--- config.mk ---
export PLATFORM = sky130hd
export DESIGN_NAME = undo_redo_accumulator_unit_flat
export DESIGN_NICKNAME = d
export VERILOG_FILES = /design/src/rtl/urac_pkg.sv /design/src/rtl/urac_if.sv /design/src/rtl/urac_ram.sv /design/src/rtl/urac_div.sv /design/src/rtl/urac_datapath.sv /design/src/rtl/urac_ctrl.sv /design/src/rtl/undo_redo_accumulator_unit.sv /design/src/flat_wrapper.sv
export SDC_FILE = /design/constraint.sdc
export NUM_CORES = 2
export LEC_CHECK = 0
export ABC_AREA = 0
export ABC_CLOCK_PERIOD_IN_PS = 7400
export BUFFER_PORTS_ARGS = -buffer_cell sky130_fd_sc_hd__buf_2
export CORE_MARGIN = 5
export CORE_UTILIZATION = 58
export DETAILED_ROUTE_END_ITERATION = 16
export GPL_ROUTABILITY_DRIVEN = 0
export PLACE_DENSITY = 0.77
export SYNTH_ARGS = -nofsm -noshare
export SYNTH_HDL_FRONTEND = slang
export SYNTH_SLANG_ARGS = --single-unit
--- constraint.sdc ---
create_clock -name clk -period 7.4 [get_ports clk]
set_input_delay 1.48 -clock clk [delete_from_list [all_inputs] [get_ports clk]]
set_output_delay 1.48 -clock clk [all_outputs]
set_load 0.01 [all_outputs]
--- src/rtl/urac_pkg.sv ---
// Shared constants, types and helpers of the undo/redo accumulator unit.
`timescale 1ns / 1ps
`default_nettype none

package urac_pkg;

    localparam int STACK_DEPTH = 16;
    localparam int PTR_W       = $clog2(STACK_DEPTH);
    localparam int CNT_W       = $clog2(STACK_DEPTH + 1);
    localparam int DATA_W      = 32;
    localparam int FUNC_W      = 3;
    localparam int STATUS_W    = 2;
    localparam int DEPTH_W     = 5;
    localparam int DIV_CNT_W   = $clog2(DATA_W + 1);

    typedef enum logic [FUNC_W-1:0] {
        FUNC_ADD  = 3'd0,
        FUNC_SUB  = 3'd1,
        FUNC_MUL  = 3'd2,
        FUNC_DIV  = 3'd3,
        FUNC_UNDO = 3'd4,
        FUNC_REDO = 3'd5
    } func_t;

    typedef enum logic [STATUS_W-1:0] {
        ST_OK       = 2'd0,
        ST_NO_UNDO  = 2'd1,
        ST_NO_REDO  = 2'd2,
        ST_DIV_ZERO = 2'd3
    } status_t;

    typedef enum logic [2:0] {
        ACC_HOLD,
        ACC_ADD,
        ACC_SUB,
        ACC_MUL,
        ACC_DIV,
        ACC_POP_UNDO,
        ACC_POP_REDO
    } acc_sel_t;

    // Controller to datapath commands.
    typedef struct packed {
        logic     load;
        acc_sel_t acc_sel;
        logic     push_undo;
        logic     push_redo;
        logic     pop_undo;
        logic     pop_redo;
        logic     clear_redo;
        logic     div_start;
        logic     out_load;
        status_t  status;
    } ctl_cmd_t;

    // Datapath to controller status.
    typedef struct packed {
        logic undo_empty;
        logic redo_empty;
        logic op_zero;
        logic div_done;
    } dp_stat_t;

    // Mask or extend a stack count to the depth field width.
    function automatic logic [DEPTH_W-1:0] depth_field(input logic [CNT_W-1:0] c);
        logic [CNT_W+DEPTH_W-1:0] wide;
        wide = {{DEPTH_W{1'b0}}, c};
        return wide[DEPTH_W-1:0];
    endfunction

endpackage

`default_nettype wire

--- src/rtl/urac_if.sv ---
// Command and response channel interfaces of the undo/redo accumulator unit.
`timescale 1ns / 1ps
`default_nettype none

interface urac_cmd_if;
    logic                                valid;
    logic                                ready;
    logic        [urac_pkg::FUNC_W-1:0]  func;
    logic signed [urac_pkg::DATA_W-1:0]  operand;

    modport source (output valid, output func, output operand, input ready);
    modport sink   (input valid, input func, input operand, output ready);
endinterface

interface urac_rsp_if;
    logic                                 valid;
    logic                                 ready;
    logic signed [urac_pkg::DATA_W-1:0]   value;
    logic        [urac_pkg::STATUS_W-1:0] status;
    logic        [urac_pkg::DEPTH_W-1:0]  undo_depth;
    logic        [urac_pkg::DEPTH_W-1:0]  redo_depth;

    modport source (output valid, output value, output status, output undo_depth,
                    output redo_depth, input ready);
    modport sink   (input valid, input value, input status, input undo_depth,
                    input redo_depth, output ready);
endinterface

`default_nettype wire

--- src/rtl/urac_ram.sv ---
// Generic single write port RAM with one registered read port.
`timescale 1ns / 1ps
`default_nettype none

module urac_ram #(
    parameter int WIDTH = 32,
    parameter int DEPTH = 16
) (
    input  wire logic                     clk,
    input  wire logic                     wr_en,
    input  wire logic [$clog2(DEPTH)-1:0] wr_addr,
    input  wire logic [WIDTH-1:0]         wr_data,
    input  wire logic                     rd_en,
    input  wire logic [$clog2(DEPTH)-1:0] rd_addr,
    output logic      [WIDTH-1:0]         rd_data
);

    logic [WIDTH-1:0] mem [DEPTH];

    always_ff @(posedge clk)
    begin
        if (wr_en)
        begin
            mem[wr_addr] <= wr_data;
        end
        if (rd_en)
        begin
            rd_data <= mem[rd_addr];
        end
    end

endmodule

`default_nettype wire

--- src/rtl/urac_div.sv ---
// Iterative signed divider, truncating toward zero, one quotient bit per cycle.
`timescale 1ns / 1ps
`default_nettype none

module urac_div (
    input  wire logic                        clk,
    input  wire logic                        rst_n,
    input  wire logic                        start,
    input  wire logic [urac_pkg::DATA_W-1:0] dividend,
    input  wire logic [urac_pkg::DATA_W-1:0] divisor,
    output logic                             done,
    output logic      [urac_pkg::DATA_W-1:0] quotient
);

    localparam int W = urac_pkg::DATA_W;

    logic                           busy_reg, busy_next;
    logic                           done_reg, done_next;
    logic [urac_pkg::DIV_CNT_W-1:0] cnt_reg, cnt_next;
    logic [W-1:0]                   q_reg, q_next;
    logic [W-1:0]                   rem_reg, rem_next;
    logic [W-1:0]                   d_reg, d_next;
    logic                           neg_reg, neg_next;
    logic [W-1:0]                   quot_reg, quot_next;
    logic [W:0]                     shifted;
    logic [W:0]                     diff;
    logic [W-1:0]                   q_step;

    assign shifted = {rem_reg, q_reg[W-1]};
    assign diff    = shifted - {1'b0, d_reg};
    assign q_step  = {q_reg[W-2:0], ~diff[W]};

    always_comb
    begin
        busy_next = busy_reg;
        done_next = 1'b0;
        cnt_next  = cnt_reg;
        q_next    = q_reg;
        rem_next  = rem_reg;
        d_next    = d_reg;
        neg_next  = neg_reg;
        quot_next = quot_reg;
        if (start)
        begin
            // Work on magnitudes, fix the sign at the end.
            busy_next = 1'b1;
            cnt_next  = urac_pkg::DIV_CNT_W'(W);
            q_next    = dividend[W-1] ? (W'(0) - dividend) : dividend;
            d_next    = divisor[W-1] ? (W'(0) - divisor) : divisor;
            rem_next  = '0;
            neg_next  = dividend[W-1] ^ divisor[W-1];
        end
        else if (busy_reg)
        begin
            q_next   = q_step;
            rem_next = diff[W] ? shifted[W-1:0] : diff[W-1:0];
            cnt_next = cnt_reg - 1'b1;
            if (cnt_reg == urac_pkg::DIV_CNT_W'(1))
            begin
                busy_next = 1'b0;
                done_next = 1'b1;
                quot_next = neg_reg ? (W'(0) - q_step) : q_step;
            end
        end
    end

    always_ff @(posedge clk or negedge rst_n)
    begin
        if (!rst_n)
        begin
            busy_reg <= 1'b0;
            done_reg <= 1'b0;
            cnt_reg  <= '0;
        end
        else
        begin
            busy_reg <= busy_next;
            done_reg <= done_next;
            cnt_reg  <= cnt_next;
        end
    end

    always_ff @(posedge clk)
    begin
        q_reg    <= q_next;
        rem_reg  <= rem_next;
        d_reg    <= d_next;
        neg_reg  <= neg_next;
        quot_reg <= quot_next;
    end

    assign done     = done_reg;
    assign quotient = quot_reg;

endmodule

`default_nettype wire

--- src/rtl/urac_datapath.sv ---
// Accumulator, undo and redo stacks, divider and response registers.
`timescale 1ns / 1ps
`default_nettype none

module urac_datapath (
    input  wire logic                          clk,
    input  wire logic                          rst_n,
    input  wire urac_pkg::ctl_cmd_t            ctl,
    input  wire logic [urac_pkg::DATA_W-1:0]   operand_in,
    output urac_pkg::dp_stat_t                 stat,
    output logic      [urac_pkg::DATA_W-1:0]   value,
    output logic      [urac_pkg::STATUS_W-1:0] status,
    output logic      [urac_pkg::DEPTH_W-1:0]  undo_depth,
    output logic      [urac_pkg::DEPTH_W-1:0]  redo_depth
);

    localparam int W  = urac_pkg::DATA_W;
    localparam int PW = urac_pkg::PTR_W;
    localparam int CW = urac_pkg::CNT_W;
    localparam logic [PW-1:0] LAST_SLOT = PW'(urac_pkg::STACK_DEPTH - 1);
    localparam logic [CW-1:0] FULL_CNT  = CW'(urac_pkg::STACK_DEPTH);

    logic [W-1:0]  acc_reg, acc_next;
    logic [W-1:0]  opnd_reg;
    logic [PW-1:0] undo_top_reg, undo_top_next;
    logic [CW-1:0] undo_cnt_reg, undo_cnt_next;
    logic [PW-1:0] redo_top_reg, redo_top_next;
    logic [CW-1:0] redo_cnt_reg, redo_cnt_next;
    logic [PW-1:0] undo_top_inc, undo_top_dec;
    logic [PW-1:0] redo_top_inc, redo_top_dec;
    logic [W-1:0]  undo_rd_data, redo_rd_data;
    logic [W-1:0]  mul_lo;
    logic          div_done;
    logic [W-1:0]  div_quot;

    logic [W-1:0]                   value_reg;
    logic [urac_pkg::STATUS_W-1:0]  status_reg;
    logic [urac_pkg::DEPTH_W-1:0]   undo_depth_reg, redo_depth_reg;

    assign undo_top_inc = (undo_top_reg == LAST_SLOT) ? '0 : undo_top_reg + 1'b1;
    assign undo_top_dec = (undo_top_reg == '0) ? LAST_SLOT : undo_top_reg - 1'b1;
    assign redo_top_inc = (redo_top_reg == LAST_SLOT) ? '0 : redo_top_reg + 1'b1;
    assign redo_top_dec = (redo_top_reg == '0) ? LAST_SLOT : redo_top_reg - 1'b1;

    assign mul_lo = acc_reg * opnd_reg;

    urac_ram #(.WIDTH(W), .DEPTH(urac_pkg::STACK_DEPTH)) u_undo_ram (
        .clk     (clk),
        .wr_en   (ctl.push_undo),
        .wr_addr (undo_top_reg),
        .wr_data (acc_reg),
        .rd_en   (ctl.pop_undo),
        .rd_addr (undo_top_dec),
        .rd_data (undo_rd_data)
    );

    urac_ram #(.WIDTH(W), .DEPTH(urac_pkg::STACK_DEPTH)) u_redo_ram (
        .clk     (clk),
        .wr_en   (ctl.push_redo),
        .wr_addr (redo_top_reg),
        .wr_data (acc_reg),
        .rd_en   (ctl.pop_redo),
        .rd_addr (redo_top_dec),
        .rd_data (redo_rd_data)
    );

    urac_div u_div (
        .clk      (clk),
        .rst_n    (rst_n),
        .start    (ctl.div_start),
        .dividend (acc_reg),
        .divisor  (opnd_reg),
        .done     (div_done),
        .quotient (div_quot)
    );

    always_comb
    begin
        unique case (ctl.acc_sel)
            urac_pkg::ACC_ADD:      acc_next = acc_reg + opnd_reg;
            urac_pkg::ACC_SUB:      acc_next = acc_reg - opnd_reg;
            urac_pkg::ACC_MUL:      acc_next = mul_lo;
            urac_pkg::ACC_DIV:      acc_next = div_quot;
            urac_pkg::ACC_POP_UNDO: acc_next = undo_rd_data;
            urac_pkg::ACC_POP_REDO: acc_next = redo_rd_data;
            default:                acc_next = acc_reg;
        endcase
    end

    always_comb
    begin
        undo_top_next = undo_top_reg;
        undo_cnt_next = undo_cnt_reg;
        redo_top_next = redo_top_reg;
        redo_cnt_next = redo_cnt_reg;
        // A push onto a full stack overwrites the oldest slot.
        if (ctl.push_undo)
        begin
            undo_top_next = undo_top_inc;
            if (undo_cnt_reg != FULL_CNT)
            begin
                undo_cnt_next = undo_cnt_reg + 1'b1;
            end
        end
        else if (ctl.pop_undo)
        begin
            undo_top_next = undo_top_dec;
            undo_cnt_next = undo_cnt_reg - 1'b1;
        end
        if (ctl.clear_redo)
        begin
            redo_top_next = '0;
            redo_cnt_next = '0;
        end
        else if (ctl.push_redo)
        begin
            redo_top_next = redo_top_inc;
            if (redo_cnt_reg != FULL_CNT)
            begin
                redo_cnt_next = redo_cnt_reg + 1'b1;
            end
        end
        else if (ctl.pop_redo)
        begin
            redo_top_next = redo_top_dec;
            redo_cnt_next = redo_cnt_reg - 1'b1;
        end
    end

    always_ff @(posedge clk or negedge rst_n)
    begin
        if (!rst_n)
        begin
            acc_reg      <= '0;
            undo_top_reg <= '0;
            undo_cnt_reg <= '0;
            redo_top_reg <= '0;
            redo_cnt_reg <= '0;
        end
        else
        begin
            acc_reg      <= acc_next;
            undo_top_reg <= undo_top_next;
            undo_cnt_reg <= undo_cnt_next;
            redo_top_reg <= redo_top_next;
            redo_cnt_reg <= redo_cnt_next;
        end
    end

    always_ff @(posedge clk)
    begin
        if (ctl.load)
        begin
            opnd_reg <= operand_in;
        end
        if (ctl.out_load)
        begin
            value_reg      <= acc_reg;
            status_reg     <= ctl.status;
            undo_depth_reg <= urac_pkg::depth_field(undo_cnt_reg);
            redo_depth_reg <= urac_pkg::depth_field(redo_cnt_reg);
        end
    end

    assign stat.undo_empty = (undo_cnt_reg == '0);
    assign stat.redo_empty = (redo_cnt_reg == '0);
    assign stat.op_zero    = (opnd_reg == '0);
    assign stat.div_done   = div_done;

    assign value      = value_reg;
    assign status     = status_reg;
    assign undo_depth = undo_depth_reg;
    assign redo_depth = redo_depth_reg;

endmodule

`default_nettype wire

--- src/rtl/urac_ctrl.sv ---
// Command sequencer of the undo/redo accumulator unit.
`timescale 1ns / 1ps
`default_nettype none

module urac_ctrl (
    input  wire logic                        clk,
    input  wire logic                        rst_n,
    input  wire logic                        cmd_valid,
    input  wire logic [urac_pkg::FUNC_W-1:0] cmd_func,
    output logic                             cmd_ready,
    output logic                             rsp_valid,
    input  wire logic                        rsp_ready,
    input  wire urac_pkg::dp_stat_t          stat,
    output urac_pkg::ctl_cmd_t               ctl
);

    typedef enum logic [2:0] {
        S_IDLE,
        S_EXEC,
        S_POP,
        S_DIV,
        S_DONE
    } state_t;

    state_t            state_reg, state_next;
    urac_pkg::func_t   func_reg, func_next;
    urac_pkg::status_t status_reg, status_next;
    logic              rsp_valid_reg, rsp_valid_next;

    always_comb
    begin
        state_next     = state_reg;
        func_next      = func_reg;
        status_next    = status_reg;
        rsp_valid_next = rsp_valid_reg && !rsp_ready;
        ctl            = '0;
        ctl.acc_sel    = urac_pkg::ACC_HOLD;
        ctl.status     = status_reg;

        unique case (state_reg)
            S_IDLE:
            begin
                if (cmd_valid)
                begin
                    ctl.load    = 1'b1;
                    func_next   = urac_pkg::func_t'(cmd_func);
                    status_next = urac_pkg::ST_OK;
                    state_next  = S_EXEC;
                end
            end
            S_EXEC:
            begin
                unique case (func_reg)
                    urac_pkg::FUNC_ADD:
                    begin
                        ctl.push_undo  = 1'b1;
                        ctl.clear_redo = 1'b1;
                        ctl.acc_sel    = urac_pkg::ACC_ADD;
                        state_next     = S_DONE;
                    end
                    urac_pkg::FUNC_SUB:
                    begin
                        ctl.push_undo  = 1'b1;
                        ctl.clear_redo = 1'b1;
                        ctl.acc_sel    = urac_pkg::ACC_SUB;
                        state_next     = S_DONE;
                    end
                    urac_pkg::FUNC_MUL:
                    begin
                        ctl.push_undo  = 1'b1;
                        ctl.clear_redo = 1'b1;
                        ctl.acc_sel    = urac_pkg::ACC_MUL;
                        state_next     = S_DONE;
                    end
                    urac_pkg::FUNC_DIV:
                    begin
                        // Divide by zero still pushes and still empties redo.
                        ctl.push_undo  = 1'b1;
                        ctl.clear_redo = 1'b1;
                        if (stat.op_zero)
                        begin
                            status_next = urac_pkg::ST_DIV_ZERO;
                            state_next  = S_DONE;
                        end
                        else
                        begin
                            ctl.div_start = 1'b1;
                            state_next    = S_DIV;
                        end
                    end
                    urac_pkg::FUNC_UNDO:
                    begin
                        if (stat.undo_empty)
                        begin
                            status_next = urac_pkg::ST_NO_UNDO;
                            state_next  = S_DONE;
                        end
                        else
                        begin
                            ctl.push_redo = 1'b1;
                            ctl.pop_undo  = 1'b1;
                            state_next    = S_POP;
                        end
                    end
                    urac_pkg::FUNC_REDO:
                    begin
                        if (stat.redo_empty)
                        begin
                            status_next = urac_pkg::ST_NO_REDO;
                            state_next  = S_DONE;
                        end
                        else
                        begin
                            ctl.push_undo = 1'b1;
                            ctl.pop_redo  = 1'b1;
                            state_next    = S_POP;
                        end
                    end
                    default:
                    begin
                        state_next = S_DONE;
                    end
                endcase
            end
            S_POP:
            begin
                ctl.acc_sel = (func_reg == urac_pkg::FUNC_UNDO) ? urac_pkg::ACC_POP_UNDO
                                                                : urac_pkg::ACC_POP_REDO;
                state_next  = S_DONE;
            end
            S_DIV:
            begin
                if (stat.div_done)
                begin
                    ctl.acc_sel = urac_pkg::ACC_DIV;
                    state_next  = S_DONE;
                end
            end
            S_DONE:
            begin
                // Hold until the response register is free.
                if (!rsp_valid_reg || rsp_ready)
                begin
                    ctl.out_load   = 1'b1;
                    rsp_valid_next = 1'b1;
                    state_next     = S_IDLE;
                end
            end
            default:
            begin
                state_next = S_IDLE;
            end
        endcase
    end

    always_ff @(posedge clk or negedge rst_n)
    begin
        if (!rst_n)
        begin
            state_reg     <= S_IDLE;
            func_reg      <= urac_pkg::FUNC_ADD;
            status_reg    <= urac_pkg::ST_OK;
            rsp_valid_reg <= 1'b0;
        end
        else
        begin
            state_reg     <= state_next;
            func_reg      <= func_next;
            status_reg    <= status_next;
            rsp_valid_reg <= rsp_valid_next;
        end
    end

    assign cmd_ready = (state_reg == S_IDLE);
    assign rsp_valid = rsp_valid_reg;

endmodule

`default_nettype wire

--- src/rtl/undo_redo_accumulator_unit.sv ---
// Top level of the undo/redo accumulator unit.
// From accept to response valid, add, subtract, multiply, divide by zero, an empty-stack
// undo or redo and unused codes pass through execute and done; undo and redo add a stack
// read state; divide by a nonzero divisor waits in the divider state until the divider
// finishes. The 32-step shift-subtract divider makes that the slowest command. A command
// is taken while the previous response still waits; done holds until that one is taken.
// Reset (rst_n, async, active low) clears the accumulator, stack counts and pointers and
// the handshake state; stack memories are not cleared and need no clearing pass.
`timescale 1ns / 1ps
`default_nettype none

module undo_redo_accumulator_unit (
    input  wire logic  clk,
    input  wire logic  rst_n,
    urac_cmd_if.sink   cmd,
    urac_rsp_if.source rsp
);

    // Command and status bundles between the sequencer and the datapath.
    urac_pkg::ctl_cmd_t ctl;
    urac_pkg::dp_stat_t stat;

    // Sequencer: takes one command in idle, walks it through execute, a stack
    // read or the divider, then parks the result in the response register.
    urac_ctrl u_ctrl (
        .clk       (clk),
        .rst_n     (rst_n),
        .cmd_valid (cmd.valid),
        .cmd_func  (cmd.func),
        .cmd_ready (cmd.ready),
        .rsp_valid (rsp.valid),
        .rsp_ready (rsp.ready),
        .stat      (stat),
        .ctl       (ctl)
    );

    // Datapath: accumulator, the two circular stacks in RAM, the divider and
    // the response payload registers.
    urac_datapath u_dp (
        .clk        (clk),
        .rst_n      (rst_n),
        .ctl        (ctl),
        .operand_in (cmd.operand),
        .stat       (stat),
        .value      (rsp.value),
        .status     (rsp.status),
        .undo_depth (rsp.undo_depth),
        .redo_depth (rsp.redo_depth)
    );

endmodule

`default_nettype wire

--- src/flat_wrapper.sv ---
// flat-port wrapper written by rule: the top's interface ports become plain ports
module undo_redo_accumulator_unit_flat 
  (clk, rst_n, cmd_valid, cmd_func, cmd_operand, cmd_ready, rsp_valid, rsp_value, rsp_status, rsp_undo_depth, rsp_redo_depth, rsp_ready);
  urac_cmd_if cmd_i ();
  urac_rsp_if rsp_i ();
  input  wire logic clk;
  input  wire logic rst_n;
  input wire logic [$bits(cmd_i.valid)-1:0] cmd_valid;
  input wire logic [$bits(cmd_i.func)-1:0] cmd_func;
  input wire logic [$bits(cmd_i.operand)-1:0] cmd_operand;
  output wire logic [$bits(cmd_i.ready)-1:0] cmd_ready;
  output wire logic [$bits(rsp_i.valid)-1:0] rsp_valid;
  output wire logic [$bits(rsp_i.value)-1:0] rsp_value;
  output wire logic [$bits(rsp_i.status)-1:0] rsp_status;
  output wire logic [$bits(rsp_i.undo_depth)-1:0] rsp_undo_depth;
  output wire logic [$bits(rsp_i.redo_depth)-1:0] rsp_redo_depth;
  input wire logic [$bits(rsp_i.ready)-1:0] rsp_ready;
  assign cmd_i.valid = cmd_valid;
  assign cmd_i.func = cmd_func;
  assign cmd_i.operand = cmd_operand;
  assign cmd_ready = cmd_i.ready;
  assign rsp_valid = rsp_i.valid;
  assign rsp_value = rsp_i.value;
  assign rsp_status = rsp_i.status;
  assign rsp_undo_depth = rsp_i.undo_depth;
  assign rsp_redo_depth = rsp_i.redo_depth;
  assign rsp_i.ready = rsp_ready;
  undo_redo_accumulator_unit u_core (.clk(clk), .rst_n(rst_n), .cmd(cmd_i), .rsp(rsp_i));
endmodule
# ---- Yosys cells after proc, flatten, opt, wreduce, memory -nomap -nowiden
# Memories as Yosys holds them, arrays and structs flattened. A register that Yosys moved wholly into a read port is not among the register bits.
# Cells that the tools add are included.
dict set report word_totals {
  output_inout_bits 46
  ramBits 1024
  register_bits 272
  input_bits 39
  memories 2
  elab_cells 164
}
# memory words width read_ports rd_ports_with_merged_regs write_ports line
set mem_list {}
lappend mem_list {u_core.u_dp.u_redo_ram.mem 16 32 1 1 1 urac_ram.sv:18} ;# logic [WIDTH-1:0] mem [DEPTH];
lappend mem_list {u_core.u_dp.u_undo_ram.mem 16 32 1 1 1 urac_ram.sv:18}
dict set report classes {
  n_eq_ne 29
  n_bitwise 3
  n_mul 1
  n_addsub 15
  n_reduce_logical 23
  n_mux 68
}
# operator n
set op_table {}
lappend op_table {{$pmux 32 s6} 1}
lappend op_table {{$mux 32} 5}
lappend op_table {{$sub 1x32->32 const A} 3}
lappend op_table {{$mux 4} 9}
lappend op_table {{$mux 5} 7}
lappend op_table {{$sub 33x32->33} 1}
lappend op_table {{$add 32x32->32} 1}
lappend op_table {{$logic_not 32->1} 1}
lappend op_table {{$mul 32x32->32} 1}
lappend op_table {{$sub 32x32->32} 1}
lappend op_table {{$mux 31} 1}
lappend op_table {{$mux 1} 21}
lappend op_table {{$mux 3} 7}
lappend op_table {{$eq 3x2->1 const B} 6}
lappend op_table {{$eq 3x3->1 const B} 6}
lappend op_table {{$mux 6} 3}
lappend op_table {{$pmux 3 s3} 2}
lappend op_table {{$pmux 3 s5} 1}
lappend op_table {{$mux 2} 7}
lappend op_table {{$pmux 2 s3} 2}
lappend op_table {{$add 5x1->5 const B} 2}
lappend op_table {{$logic_not 5->1} 2}
lappend op_table {{$ne 5x5->1 const B} 2}
lappend op_table {{$sub 5x1->5 const B} 2}
lappend op_table {{26 further kinds} 45}

# ---- Logic depth before layout (Yosys ltp)
dict set report depth {
  depth_word 7
  mapped_depth 28
  mapped_depth_nobuf 26
}

# ---- Modules after synthesis
# Synthesis repeated with hierarchy kept, for this count alone.
dict set report unflattened {
  cells_unflattened 5341
  area_unflattened_um2 73852.1
}
# mod seq_area_each_um2 area_per_inst_um2 cells_each n_inst
set by_module_without_submodules {}
lappend by_module_without_submodules {urac_ram 16335.7 20155.6 838 2}
lappend by_module_without_submodules {urac_datapath 3533.4 24173.2 2656 1}
lappend by_module_without_submodules {urac_div 3753.6 8705.8 939 1}
lappend by_module_without_submodules {urac_ctrl 225.2 661.9 70 1}

# ---- Least setup slack after synthesis
# Ideal clock, no wire load.
dict set report synth_path {
  path_type {register to register}
  startpoint {reg u_core.u_dp.acc_reg[15]}
  endpoint {reg u_core.u_dp.acc_reg[31]}
  path_slack_ns -0.081
  period_less_slack_ns 7.481
  setup_ns 0.126
  n_path_buf 2
  t_arrival_ns 7.355
  path_stages_with_launch 27
  required_ns 7.274
  path_cell_list {dfrtp_1 clkbuf_1 clkbuf_1 and2_1 fa_1 inv_1 fa_1 fa_1 fa_1 inv_1 fa_1 inv_1 fa_1 inv_1 fa_1 fa_1 ha_1 a21o_1 a21o_1 a21oi_1 o211ai_1 a31oi_1 o221ai_1 o41ai_1 xnor2_1 a211oi_1 o22ai_1}
}
dict set report synth_via {
  elab_chain_len 2
  word_cells_on_any_way 4
  classes_between {add/sub: 2; mul: 1; mux: 1}
}
# element line
set synth_rtl {}
lappend synth_rtl {{start, declared} urac_datapath.sv:23} ;# logic [W-1:0] acc_reg, acc_next;
lappend synth_rtl {{start signal, assigned} urac_datapath.sv:142} ;# acc_reg <= acc_next;
lappend synth_rtl {{$mul 32x32->32, or another cell as far along} urac_datapath.sv:45} ;# assign mul_lo = acc_reg * opnd_reg;
lappend synth_rtl {{$pmux 32 s6 *} urac_datapath.sv:79} ;# unique case (ctl.acc_sel)
# Every way passes the cells marked *; elsewhere a longest branch is shown, timed or not.
# A chain may end at the register's enable or synchronous reset.

# ---- Worst setup path in the final report
dict set report layout_path {
  startpoint {reg u_core.u_dp.opnd_reg[6]}
  endpoint {reg u_core.u_dp.acc_reg[28]}
}
dict set report layout_via {
  elab_chain_len 2
  word_cells_on_any_way 4
  classes_between {add/sub: 2; mul: 1; mux: 1}
}
# element line
set layout_rtl {}
lappend layout_rtl {{start, declared} urac_datapath.sv:24} ;# logic [W-1:0] opnd_reg;
lappend layout_rtl {{start signal, assigned} urac_datapath.sv:154} ;# opnd_reg <= operand_in;
lappend layout_rtl {{$mul 32x32->32, or another cell as far along} urac_datapath.sv:45}
lappend layout_rtl {{$pmux 32 s6 *} urac_datapath.sv:79}
# Marks and branches as above.

==> metrics.txt <==
fin nets just over 6000; hold_buf cts 0; IO Count 85; total number of clock tree sinks 1360; GR Util met3 0.0723; Root Driver clkbuf_16; GR Layer Usage met2 0.470; final cycle utilization of the critical path 0.986; multi-input logic area 30900 um2; Worst slew margin 0.148; area grow syn2layout 10.3%; die width around 370 um; register area share after synthesis 0.545; Final min period 7.30 ns; top_reg_cell synth edfxtp_1; Final Hold Fails 0; die area 134000 um2; largest net degree at the start of global routing 109; clock skew 0.0396 ns; DRT iter0 DRCs 6291; worst min-delay path class reg -> reg; final setup violation count 0; GRT busiest layer met2; CTS buffer count 139; # fillers approximately 8700; Post-synth ARST share 0.0493; vias in the first global route 46800; initial cell density of the core 0.585; Max-Cap Viols 0; drt wl/cell ~29 um; Die Y 366 um; number of buffers inserted by port buffering 84; Clk Latency, worst-skew pair 0.79 ns; Crit Path Category reg -> reg; Placed Area around 77000 um2; grt met1 use 0.410; Critical Path AT around 8 ns; FF+latch area 40200 um2; Syn. warnings 0; core area 126000 um2; Via Count 46400; max frequency 0.137 GHz; clock tree from TritonCTS done; Total Wirelength 205000 um; Post-DP HPWL 129000 um; Final Max Slew Viols 0; status finished clean; Mapped Nets 5962; Post-Synthesis Cells 5303; DRC 0; Critical Path Fanout Max 21; H-tree depth 4; Max Buffers Root-to-Sink 3; Vias/cell 6.47; clock-pin transition on the worst setup and hold timing paths 0.06 ns; #FFs+latches synth 1360; Mapped Area 73700 um2; setup TNS 0 ns; first-pass GRT wire length between 300000 and 400000 um; WHS 0.513 ns; Final Cell Area 81300 um2; CP Data Required Time around 8 ns; CP Capture Type register; Tightest Pin Transition 1.28 ns; unrepaired setup endpoints after global routing true; Synth cell types 92; global route overflow 0; CP Launch Type register; number of flops mapped to enable cells by yosys 1261; Rows 130; biggest regs u_core.u_dp.u_redo_ram.mem x512, u_core.u_dp.u_undo_ram.mem x512; GRT Total Usage 0.305; Mean Syn Cell Area 13.9 um2; Final ANT Viol Nets 0; DRT Pass-1 Iters 6; layout cells sized above 1 0.155; initial antenna violation count 12
[kinds of logic (layout without fill, tap and decap cells)]
group,Yosys count,after routing,synth area share
buffers and inverters,757,974,0.0404
other,0,4,0
multiplexers,326,326,0.0878
AND/OR/NAND/NOR,1289,1289,0.0874
adder cells (fa/ha/maj),620,620,0.147
flip-flops,1360,1360,0.545
XOR/XNOR,264,264,0.0316
AO/OA/AOI/OAI,687,687,0.0603
[per-stage QoR]
| step | setup WS (ns) | std cells | util |
|---|---|---|---|
| after floorplan | 0.0160 | 5303 | - |
| after global placement | 0.0938 | 6904 | 0.608 |
| after detailed placement | -0.0822 | 6904 | 0.608 |
| after CTS | 0.00660 | 7160 | 0.644 |
| after global routing | -0.0906 | 7171 | 0.646 |
| final | 0.104 | 7174 | 0.646 |
[cells in the mapped netlist (all sizes together) (25+ instances only)]
master | number | area (um2)
xor2 | 95 | 832
nand2b | 25 | 171
inv | 454 | 1700
nor2 | 118 | 445
dfxtp | 32 | 641
a21o | 46 | 345
fa | 412 | 8250
o21ai | 141 | 713
and2 | 368 | 2300
mux2i | 65 | 651
buf | 59 | 279
dfrtp | 67 | 1680
nand2 | 533 | 2000
clkbuf | 243 | 992
edfxtp | 1261 | 37900
o31ai | 38 | 304
mux4 | 256 | 5770
nand3 | 28 | 140
and3 | 26 | 163
a21oi | 178 | 902
a31oi | 72 | 457
nor3 | 39 | 195
a211oi | 86 | 646
xnor2 | 169 | 1500
nor2b | 50 | 315
ha | 208 | 2600
[what timing repair did]
| item | CTS | global route |
|---|---|---|
| pin swaps | 4 | 20 |
| endpoints found under the hold margin | 0 | 0 |
| setup endpoints to repair | 2 | 10 |
| buffers inserted | 5 | 9 |
| cloned | 0 | 1 |
| gates resized for setup | 8 | 28 |
[path summary, 6_finish.rpt]
kind / from / end / slack [ns] / cells past startpoint
worst max-delay path: u_core.u_dp.opnd_reg[6] / u_core.u_dp.acc_reg[28] / 0.10 / 23
worst min-delay path: u_core.u_dp.u_div.rem_reg[22] / u_core.u_dp.u_div.rem_reg[22] / 0.51 / 2
worst max register to register: u_core.u_dp.opnd_reg[6] / u_core.u_dp.acc_reg[28] / 0.10 / 23
worst min register to register: u_core.u_dp.u_div.rem_reg[22] / u_core.u_dp.u_div.rem_reg[22] / 0.51 / 2
max in group asynchronous: rst_n / u_core.u_dp.acc_reg[15] / 5.52 / 2
min in group asynchronous: rst_n / u_core.u_dp.u_div.busy_reg / 0.54 / 1
[cell type report]
cell class / count / share of cell area
Tap cell: 1650 / 0.0254
Multi-Input combinational cell: 3186 / 0.380
Clock buffer: 182 / 0.0465
Sequential cell: 1360 / 0.495
Clock inverter: 69 / 0.00872
Inverter: 455 / 0.0210
Timing Repair Buffer: 268 / 0.0240
Antenna cell: 4 / 0.000123
[critical path: stages (launching register included)]
cell	delay, ns
edfxtp_1	0.41
buf_4	0.18
buf_6	0.18
and2_1	0.19
fa_1	0.54
fa_1	0.44
fa_1	0.51
inv_1	0.05
fa_1	0.49
inv_1	0.06
fa_1	0.49
fa_1	0.65
fa_1	0.46
fa_1	0.45
ha_1	0.33
buf_4	0.16
and3_1	0.25
nand2_1	0.10
o31a_4	0.36
nand2_2	0.11
a41oi_2	0.14
xnor2_1	0.19
a221oi_2	0.25
a31oi_1	0.12
[routing by layer]
layer  routed length, um  vias up
met2               94600     2996
met4               12600        0
met3               23200      656
li1                    -    19200
met1               75000    23500
met5                   0        -
[layout by cell type (no fill, tap or decap), types with 84 or more instances in the layout]
cell          n
a211oi_1     86
a21oi_1     171
and2_1      340
buf_2        84
buf_4       166
clkbuf_16   142
edfxtp_1   1261
fa_1        409
ha_1        198
inv_1       449
mux4_2      256
nand2_1     531
nor2_1      114
o21ai_0     121
xnor2_1     166
xor2_1       95
Power is not shown: default switching activity piles up to over one toggle a cycle in this logic, so the estimate is an artifact.
